### src/hw/rtl/lfu_pkg.sv
// Package with the item and result types of the LFU cache.
`default_nettype none
package lfu_pkg;
  localparam int unsigned CapW = 5;
  localparam logic OpGet = 1'b0;
  localparam logic OpPut = 1'b1;
  typedef struct packed {
    logic               op;
    logic signed [31:0] lookup_key;
    logic signed [31:0] write_value;
  } req_t;
  typedef struct packed {
    logic               hit;
    logic signed [31:0] read_value;
    logic               evicted;
    logic signed [31:0] evicted_key;
  } rsp_t;
  typedef struct packed {
    logic [31:0] key;
    logic [31:0] value;
    logic [31:0] count;
    logic [47:0] stamp;
  } entry_t;
endpackage
`default_nettype wire

### src/hw/rtl/lfu_if.sv
// Valid-ready channel interfaces for requests and responses.
`default_nettype none
interface lfu_req_if;
  logic         valid;
  logic         ready;
  lfu_pkg::req_t payload;
  modport source (output valid, output payload, input ready);
  modport sink (input valid, input payload, output ready);
endinterface

interface lfu_rsp_if;
  logic         valid;
  logic         ready;
  lfu_pkg::rsp_t payload;
  modport source (output valid, output payload, input ready);
  modport sink (input valid, input payload, output ready);
endinterface
`default_nettype wire

### src/hw/rtl/lfu_ram.sv
// Generic single-port-write, one-read RAM with registered read data.
`default_nettype none
module lfu_ram #(
  parameter int unsigned Width = 8,
  parameter int unsigned Depth = 16
) (
  input  wire                                          clk_i,
  input  wire                                          we_i,
  input  wire [((Depth > 1) ? $clog2(Depth) : 1)-1:0] waddr_i,
  input  wire [Width-1:0]                              wdata_i,
  input  wire [((Depth > 1) ? $clog2(Depth) : 1)-1:0] raddr_i,
  output logic [Width-1:0]                             rdata_o
);
  logic [Width-1:0] mem_q [Depth];
  always_ff @(posedge clk_i) begin
    if (we_i) begin
      mem_q[waddr_i] <= wdata_i;
    end
    rdata_o <= mem_q[raddr_i];
  end
endmodule
`default_nettype wire

### src/hw/rtl/lfu_cache_lru_tiebreak_top.sv
// Top level of the LFU cache with LRU tie-breaking.
`default_nettype none
// Fully associative key-value cache with least-frequently-used replacement. Entries live in
// one RAM read one slot per cycle. Each request passes through an accept step in StIdle, a
// scan in StScan that reads every slot and waits out the registered read data, a decide step
// in StDecide that writes the entry back and captures the response, and a wait in StWait that
// sets the output valid once the output register is free, all set by the single RAM read port.
// A new request is taken only when the output register is empty or its response transfers in
// the same cycle.
module lfu_cache_lru_tiebreak_top #(
  parameter int unsigned CAPACITY = 16
) (
  input  wire                     clk_i,
  input  wire                     rst_ni,
  input  wire                     cfg_we_i,
  input  wire [lfu_pkg::CapW-1:0] cfg_wdata_i,
  lfu_req_if.sink                 req,
  lfu_rsp_if.source               rsp
);
  localparam int unsigned IdxW = (CAPACITY > 1) ? $clog2(CAPACITY) : 1;
  localparam int unsigned CntW = $clog2(CAPACITY + 1);
  localparam int unsigned CmpW = CntW + lfu_pkg::CapW;
  localparam int unsigned EntW = $bits(lfu_pkg::entry_t);

  typedef enum logic [1:0] {StIdle, StScan, StDecide, StWait} state_e;

  state_e                 state_q;
  logic [lfu_pkg::CapW-1:0] cap_q;
  lfu_pkg::req_t          req_q;
  logic [IdxW-1:0]        raddr_q;
  logic [IdxW:0]          rcnt_q;
  logic [IdxW-1:0]        cur_q;
  logic                   cur_v_q;
  logic [CntW-1:0]        fill_q;
  logic [47:0]            clock_q;
  logic                   match_v_q, victim_v_q, free_v_q;
  logic [IdxW-1:0]        match_q, victim_q, free_q;
  lfu_pkg::entry_t        match_e_q, victim_e_q;
  logic [CntW-1:0]        used_q;
  logic                   we;
  logic [IdxW-1:0]        waddr;
  lfu_pkg::entry_t        wdata, rdata;
  logic [EntW-1:0]        rdata_raw;
  logic                   rsp_v_q, rsp_v_d;
  lfu_pkg::rsp_t          rsp_q, rsp_d;
  logic [CntW-1:0]        cap_eff;

  lfu_ram #(.Width(EntW), .Depth(CAPACITY)) u_ram (
    .clk_i, .we_i(we), .waddr_i(waddr), .wdata_i(wdata), .raddr_i(raddr_q),
    .rdata_o(rdata_raw)
  );
  assign rdata = lfu_pkg::entry_t'(rdata_raw);

  assign cap_eff = ({{CntW{1'b0}}, cap_q} > CmpW'(CAPACITY)) ? CntW'(CAPACITY) : CntW'(cap_q);

  assign req.ready = (state_q == StIdle) && (!rsp_v_q || rsp.ready);
  assign rsp.valid = rsp_v_q;
  assign rsp.payload = rsp_q;

  logic          ins;
  logic [IdxW-1:0] slot;
  logic          evict;
  always_comb begin
    we = 1'b0;
    waddr = match_q;
    wdata = match_e_q;
    evict = 1'b0;
    slot = free_q;
    ins = 1'b0;
    rsp_d = '0;
    if (match_v_q && (req_q.op == lfu_pkg::OpPut || req_q.op == lfu_pkg::OpGet)) begin
      we = (req_q.op == lfu_pkg::OpGet) || (cap_eff != '0);
      wdata.count = (match_e_q.count == '1) ? match_e_q.count : match_e_q.count + 32'd1;
      wdata.stamp = clock_q + 48'd1;
      if (req_q.op == lfu_pkg::OpPut) begin
        wdata.value = req_q.write_value;
      end
    end else if (req_q.op == lfu_pkg::OpPut && cap_eff != '0) begin
      evict = (used_q >= cap_eff) && victim_v_q;
      slot = evict ? victim_q : free_q;
      ins = evict || free_v_q;
      we = ins;
      waddr = slot;
      wdata.key = req_q.lookup_key;
      wdata.value = req_q.write_value;
      wdata.count = 32'd1;
      wdata.stamp = clock_q + 48'd1;
    end
    if (match_v_q && (req_q.op == lfu_pkg::OpGet || cap_eff != '0)) begin
      rsp_d.hit = 1'b1;
      rsp_d.read_value = (req_q.op == lfu_pkg::OpGet) ? match_e_q.value : '0;
    end
    if (evict) begin
      rsp_d.evicted = 1'b1;
      rsp_d.evicted_key = victim_e_q.key;
    end
    if (state_q != StDecide) begin
      we = 1'b0;
    end
  end

  always_comb begin
    rsp_v_d = rsp_v_q;
    if (rsp_v_q && rsp.ready) begin
      rsp_v_d = 1'b0;
    end
    if ((state_q == StWait) && (!rsp_v_q || rsp.ready)) begin
      rsp_v_d = 1'b1;
    end
  end

  logic better;
  assign better = !victim_v_q || (rdata.count < victim_e_q.count) ||
                  ((rdata.count == victim_e_q.count) && (rdata.stamp < victim_e_q.stamp));

  always_ff @(posedge clk_i or negedge rst_ni) begin
    if (!rst_ni) begin
      state_q <= StIdle;
      cap_q <= lfu_pkg::CapW'(16);
      fill_q <= '0;
      clock_q <= '0;
      rsp_v_q <= 1'b0;
      raddr_q <= '0;
      rcnt_q <= '0;
      cur_v_q <= 1'b0;
      match_v_q <= 1'b0;
      victim_v_q <= 1'b0;
      free_v_q <= 1'b0;
      used_q <= '0;
    end else begin
      if (cfg_we_i) begin
        cap_q <= cfg_wdata_i;
      end
      rsp_v_q <= rsp_v_d;
      unique case (state_q)
        StIdle: begin
          if (req.valid && req.ready) begin
            req_q <= req.payload;
            state_q <= StScan;
            raddr_q <= '0;
            rcnt_q <= '0;
            cur_v_q <= 1'b0;
            match_v_q <= 1'b0;
            victim_v_q <= 1'b0;
            free_v_q <= 1'b0;
            used_q <= '0;
          end
        end
        StScan: begin
          if (cur_v_q) begin
            if (CntW'(cur_q) < fill_q) begin
              used_q <= used_q + CntW'(1);
              if (!match_v_q && rdata.key == req_q.lookup_key) begin
                match_v_q <= 1'b1;
                match_q <= cur_q;
                match_e_q <= rdata;
              end
              if (better) begin
                victim_v_q <= 1'b1;
                victim_q <= cur_q;
                victim_e_q <= rdata;
              end
            end else if (!free_v_q) begin
              free_v_q <= 1'b1;
              free_q <= cur_q;
            end
          end
          if (rcnt_q == (IdxW+1)'(CAPACITY)) begin
            cur_v_q <= 1'b0;
            state_q <= StDecide;
          end else begin
            cur_v_q <= 1'b1;
            cur_q <= raddr_q;
            rcnt_q <= rcnt_q + (IdxW+1)'(1);
            raddr_q <= (rcnt_q == (IdxW+1)'(CAPACITY - 1)) ? '0 : raddr_q + IdxW'(1);
          end
        end
        StDecide: begin
          rsp_q <= rsp_d;
          if (we) begin
            clock_q <= clock_q + 48'd1;
          end
          if (ins && !evict) begin
            fill_q <= fill_q + CntW'(1);
          end
          state_q <= StWait;
        end
        StWait: begin
          if (!rsp_v_q || rsp.ready) begin
            state_q <= StIdle;
          end
        end
        default: state_q <= StIdle;
      endcase
    end
  end
endmodule
`default_nettype wire

### src/flat_wrapper.sv
// flat-port wrapper written by rule: the top's interface ports become plain ports
module lfu_cache_lru_tiebreak_top_flat 
#(
  parameter int unsigned CAPACITY = 16
)
  (clk_i, rst_ni, cfg_we_i, cfg_wdata_i, req_valid, req_payload, req_ready, rsp_valid, rsp_payload, rsp_ready);
  lfu_req_if req_i ();
  lfu_rsp_if rsp_i ();
  input  wire clk_i;
  input  wire rst_ni;
  input  wire cfg_we_i;
  input  wire [lfu_pkg::CapW-1:0] cfg_wdata_i;
  input wire logic [$bits(req_i.valid)-1:0] req_valid;
  input wire logic [$bits(req_i.payload)-1:0] req_payload;
  output wire logic [$bits(req_i.ready)-1:0] req_ready;
  output wire logic [$bits(rsp_i.valid)-1:0] rsp_valid;
  output wire logic [$bits(rsp_i.payload)-1:0] rsp_payload;
  input wire logic [$bits(rsp_i.ready)-1:0] rsp_ready;
  assign req_i.valid = req_valid;
  assign req_i.payload = req_payload;
  assign req_ready = req_i.ready;
  assign rsp_valid = rsp_i.valid;
  assign rsp_payload = rsp_i.payload;
  assign rsp_i.ready = rsp_ready;
  lfu_cache_lru_tiebreak_top #(.CAPACITY(CAPACITY)) u_core (.clk_i(clk_i), .rst_ni(rst_ni), .cfg_we_i(cfg_we_i), .cfg_wdata_i(cfg_wdata_i), .req(req_i), .rsp(rsp_i));
endmodule
### config.mk
export PLATFORM = sky130hd
export DESIGN_NAME = lfu_cache_lru_tiebreak_top_flat
export DESIGN_NICKNAME = d
export VERILOG_FILES = /design/src/hw/rtl/lfu_pkg.sv /design/src/hw/rtl/lfu_if.sv /design/src/hw/rtl/lfu_ram.sv /design/src/hw/rtl/lfu_cache_lru_tiebreak_top.sv /design/src/flat_wrapper.sv
export SDC_FILE = /design/constraint.sdc
export NUM_CORES = 2
export LEC_CHECK = 0
export ABC_AREA = 1
export ABC_CLOCK_PERIOD_IN_PS = 15500
export BUFFER_PORTS_ARGS = -buffer_cell sky130_fd_sc_hd__buf_2
export CORE_ASPECT_RATIO = 1.5
export CORE_MARGIN = 4
export CORE_UTILIZATION = 62
export CTS_CLUSTER_DIAMETER = 100
export DETAILED_ROUTE_END_ITERATION = 10
export MAX_ROUTING_LAYER = met4
export PLACE_DENSITY = 0.76
export SETUP_SLACK_MARGIN = 0.4
export SYNTH_ARGS = -nofsm -noshare
export SYNTH_HDL_FRONTEND = slang
export SYNTH_HIERARCHICAL = 1
export SYNTH_SLANG_ARGS = --single-unit
### constraint.sdc
create_clock -name clk_i -period 15.5 [get_ports clk_i]
set_input_delay 2.325 -clock clk_i [delete_from_list [all_inputs] [get_ports clk_i]]
set_output_delay 2.325 -clock clk_i [all_outputs]
set_load 0.02 [all_outputs]
==> metrics.md <==
| Metric | Value |
|---|---|
| CP Launch Type | flip-flop |
| Final setup TNS | 0 ps |
| Static leakage | 53.5 nW |
| Overflow after GRT | 0 |
| Initial core utilization | 62.4% |
| Rows | 198 |
| Number of buffers added on ports | 142 |
| Net Count, Synth | 11,200 |
| RSZ-0062 raised after global routing | false |
| Hold_buf cts | 0 |
| Global-route wire length before repair | 455,000 µm |
| Met3 WL post-DR | 26,600 µm |
| Post-Syn Area | 121,000 µm² |
| H-tree Lvls | 5 |
| Post-synthesis sequential element count | 2,930 |
| Total CTS buffers | 268 |
| Met2 wire len | 151,000 µm |
| Crit path arrival time | 7210 ps |
| VDD IR max | 0.183 mV |
| Setup violators final | 0 |
| Hpwl dp | 162,000 µm |
| Layout cells sized above 1 | 6.88% |
| # Max-Cap Violations | 0 |
| Overall Global Routing Usage | 30.0% |
| Clock Latency Late Sink | 850 ps |
| Pwr dens | 158 nW/µm² |
| Post-route DRC violation count | 0 |
| Die height | 550 µm |
| Hold Path Depth | 0 |
| Max Fanout on Critical Path | 90 |
| CTS resizes | 0 |
| Register area | 86,200 µm² |
| Post-CTS Setup Repair Bufs | 0 |
| Cell variety after synth | 52 |
| Synth Area in Simple Gates | 20.0% |
| DR WL/cell | 21.6 µm |
| Worst-Margin Slew | 1410 ps |
| Largest net degree at the start of global routing | 254 |
| Worst Path Required | 15,940 ps |
| Clock Tree Root | clkbuf_16 |
| Clk slew on worst S/H paths | 60 ps |
| Synth-to-layout area growth | 9.50% |
| CTS tree | done |
| Gpl congestion | 0.909 |
| DR vias | 80,400 |
| Pins Over Slew Limit | 0 |
| Setup Skew | 43.2 ps |
| Final period utilization | 43.6% |
| Nets | 11,200 |
| Fillers | 13,300 |
| Final hold vios | 0 |
| Post-synthesis mux area share | 0.0505% |
| Critical path class | flip-flop to flip-flop |
| Compound-cell area share of the yosys netlist | 1.10% |
| Top Metal Used | met4 |
| Outcome | complete, no violations |
| Max Root-Sink Buffers | 4 |
| Peak Freq | 0.148 GHz |
| Post-synthesis xor/xnor area fraction | 0.584% |
| Setup ws final | 8740 ps |
| CP Capture Type | flip-flop |
| R2R depth | 13 |
| Worst Hold Class | flip-flop to flip-flop |
| Instance count of the mapped netlist | 11,000 |
| Adder-cell share of the synthesized area | 1.03% |
| Die width | 369 µm |
| Multi-input gate area | 27,800 µm² |
| Final wirelength | 300,000 µm |
| Synth Warn # | 6 |
| First-pass detailed-route iteration total | 6 |
| Register area share after synthesis | 70.9% |
| Post-DR vias/cell | 5.79 |
| DP Area | 124,000 µm² |
| Core Area | 194,000 µm² |
| Largest family of logic cells by synthesized area | simple AND/OR/NAND/NOR gates |
| Fin Hold WS | 404 ps |
| Vias in the first global route | 78,900 |
| Detail Route Antenna Nets | 0 |
| Post-route cell area | 133,000 µm² |
| Starting DRT DRC Count | 9,148 |
| Fin crit period | 6760 ps |
| CTS Sinks | 2,930 |
| Pre-CTS WS | 8840 ps |
| M1 WL | 110,000 µm |
| # IOs | 143 |
| Syn avg cell area | 11.0 µm² |
| Relative slew margins | 6.20% |
| Initial antenna violation count | 5 |
| Die area | 203,000 µm² |
[flip-flops by register name, indices dropped and copies added, names as in the netlist, 5 cells and up]
| register | cells |
|---|---|
| u_core/u_ram/mem_q | 2304 |
| u_core/match_e_q | 144 |
| u_core/u_ram/rdata_o | 144 |
| u_core/victim_e_q | 112 |
| u_core/rsp.payload | 66 |
| u_core/req_q | 65 |
| u_core/clock_q | 48 |
| u_core/cap_q | 5 |
| u_core/fill_q | 5 |
| u_core/rcnt_q | 5 |
| u_core/used_q | 5 |
[metal layers]
| layer | GRT usage, % | vias up |
|---|---|---|
| met5 | - | - |
| met4 | 11.7 | 0 |
| li1 | - | 36600 |
| met1 | 37.8 | 38900 |
| met3 | 3.67 | 774 |
| met2 | 50.4 | 4112 |
[metrics by stage]
stage	cells	power [mW]	util, %
floorplan	11000	13.1	-
global placement	13400	14.3	63.9
detailed placement	13400	14.4	63.9
CTS	13900	21.0	68.4
global route	13900	21.9	68.4
finish	13900	21.0	68.4
[power by group]
part	switching (mW)	internal [mW]	total, mW	leakage [nW]
Sequential	0.346	9.22	9.57	26.8
Clock	2.85	3.74	6.60	4.26
Combinational	3.47	1.32	4.79	22.4
Total	6.67	14.3	21.0	53.5
[synthesized netlist by cell type, drive strengths merged]
master  instances  area share, %
nor2          255           0.80
nor3           53           0.23
nor3b           2          0.012
buf           371            1.7
mux2            1         0.0093
nand3        1731            7.1
a21oi          74           0.30
o21bai          2          0.012
o22ai           3          0.015
dfstp           1          0.022
nand4          31           0.16
dfxtp         144            2.4
a32o            1         0.0082
nand3b          4          0.025
nor4            1         0.0052
o21a            5          0.031
xnor2          26           0.19
or2            31           0.16
o21ai         155           0.64
edfxtp       2707             67
a21o            3          0.019
o41ai           2          0.014
ha            100            1.0
mux2i           5          0.041
or3             1         0.0052
inv          1319            4.1
o211ai          1         0.0062
dfrtp          78            1.6
o31ai           8          0.049
nand2        3695             11
and2            1         0.0052
xor2           55           0.40
clkbuf        155           0.48
[final timing paths]
path	start	end	slack, ps
min in group asynchronous	rst_ni	u_core/cap_q[0]$_DFFE_PN0P_	1410
max in group asynchronous	rst_ni	u_core/clock_q[7]$_DFFE_PN0P_	12940
setup / recovery	u_core/cap_q[4]$_DFFE_PN1P_	u_core/u_ram/mem_q[9][124]$_DFFE_PP_	8740
setup reg to reg	u_core/cap_q[4]$_DFFE_PN1P_	u_core/u_ram/mem_q[9][124]$_DFFE_PP_	8740
hold reg to reg	u_core/u_ram/rdata_o[100]$_DFF_P_	u_core/match_e_q[100]$_DFFE_PP_	400
hold / removal	u_core/u_ram/rdata_o[100]$_DFF_P_	u_core/match_e_q[100]$_DFFE_PP_	400
[critical path, stage by stage, from the launching register on]
cell,delay [ps]
dfstp_2,540
inv_2,60
ha_1,310
nand2_1,70
o21a_1,190
nand3_1,240
nand3_2,850
nand3_2,350
nand2_4,510
inv_4,350
nand3b_1,340
nor2_4,810
buf_4,830
buf_4,800
[placed cells by master (no fill, tap or decap), drive strengths merged, types with 4 or more instances in the layout]
cell,netlist,layout
dfxtp,144,144
or2,31,31
nor3,53,53
mux2i,5,5
ha,100,100
nand4,31,31
nand3b,4,4
inv,1319,1329
clkinvlp,0,10
buf,371,297
xnor2,26,26
o21ai,155,155
bufinv,0,22
dfrtp,78,78
xor2,55,55
o21a,5,5
clkbuf,155,350
nand3,1731,1731
edfxtp,2707,2707
clkinv,0,90
nor2,255,255
o31ai,8,8
nand2,3695,3695
a21oi,74,74
[cell type report]
class	instances	share of cell area (%)
well taps	2600	2.45
flip-flops and latches	2930	64.8
clock buffers	350	5.52
diodes	3	0.00565
inverters	1319	3.77
multi-input cells	6246	20.9
repair buffers	297	1.50
clock inverters	132	1.05
[cells by family after synthesis]
kind of cell | count (synthesis)
AO/OA/AOI/OAI | 254
XOR/XNOR | 81
adder cells (fa/ha/maj) | 100
buffers and inverters | 1845
flip-flops | 2930
multiplexers | 6
AND/OR/NAND/NOR | 5805
(Power assumes the default switching activity.)
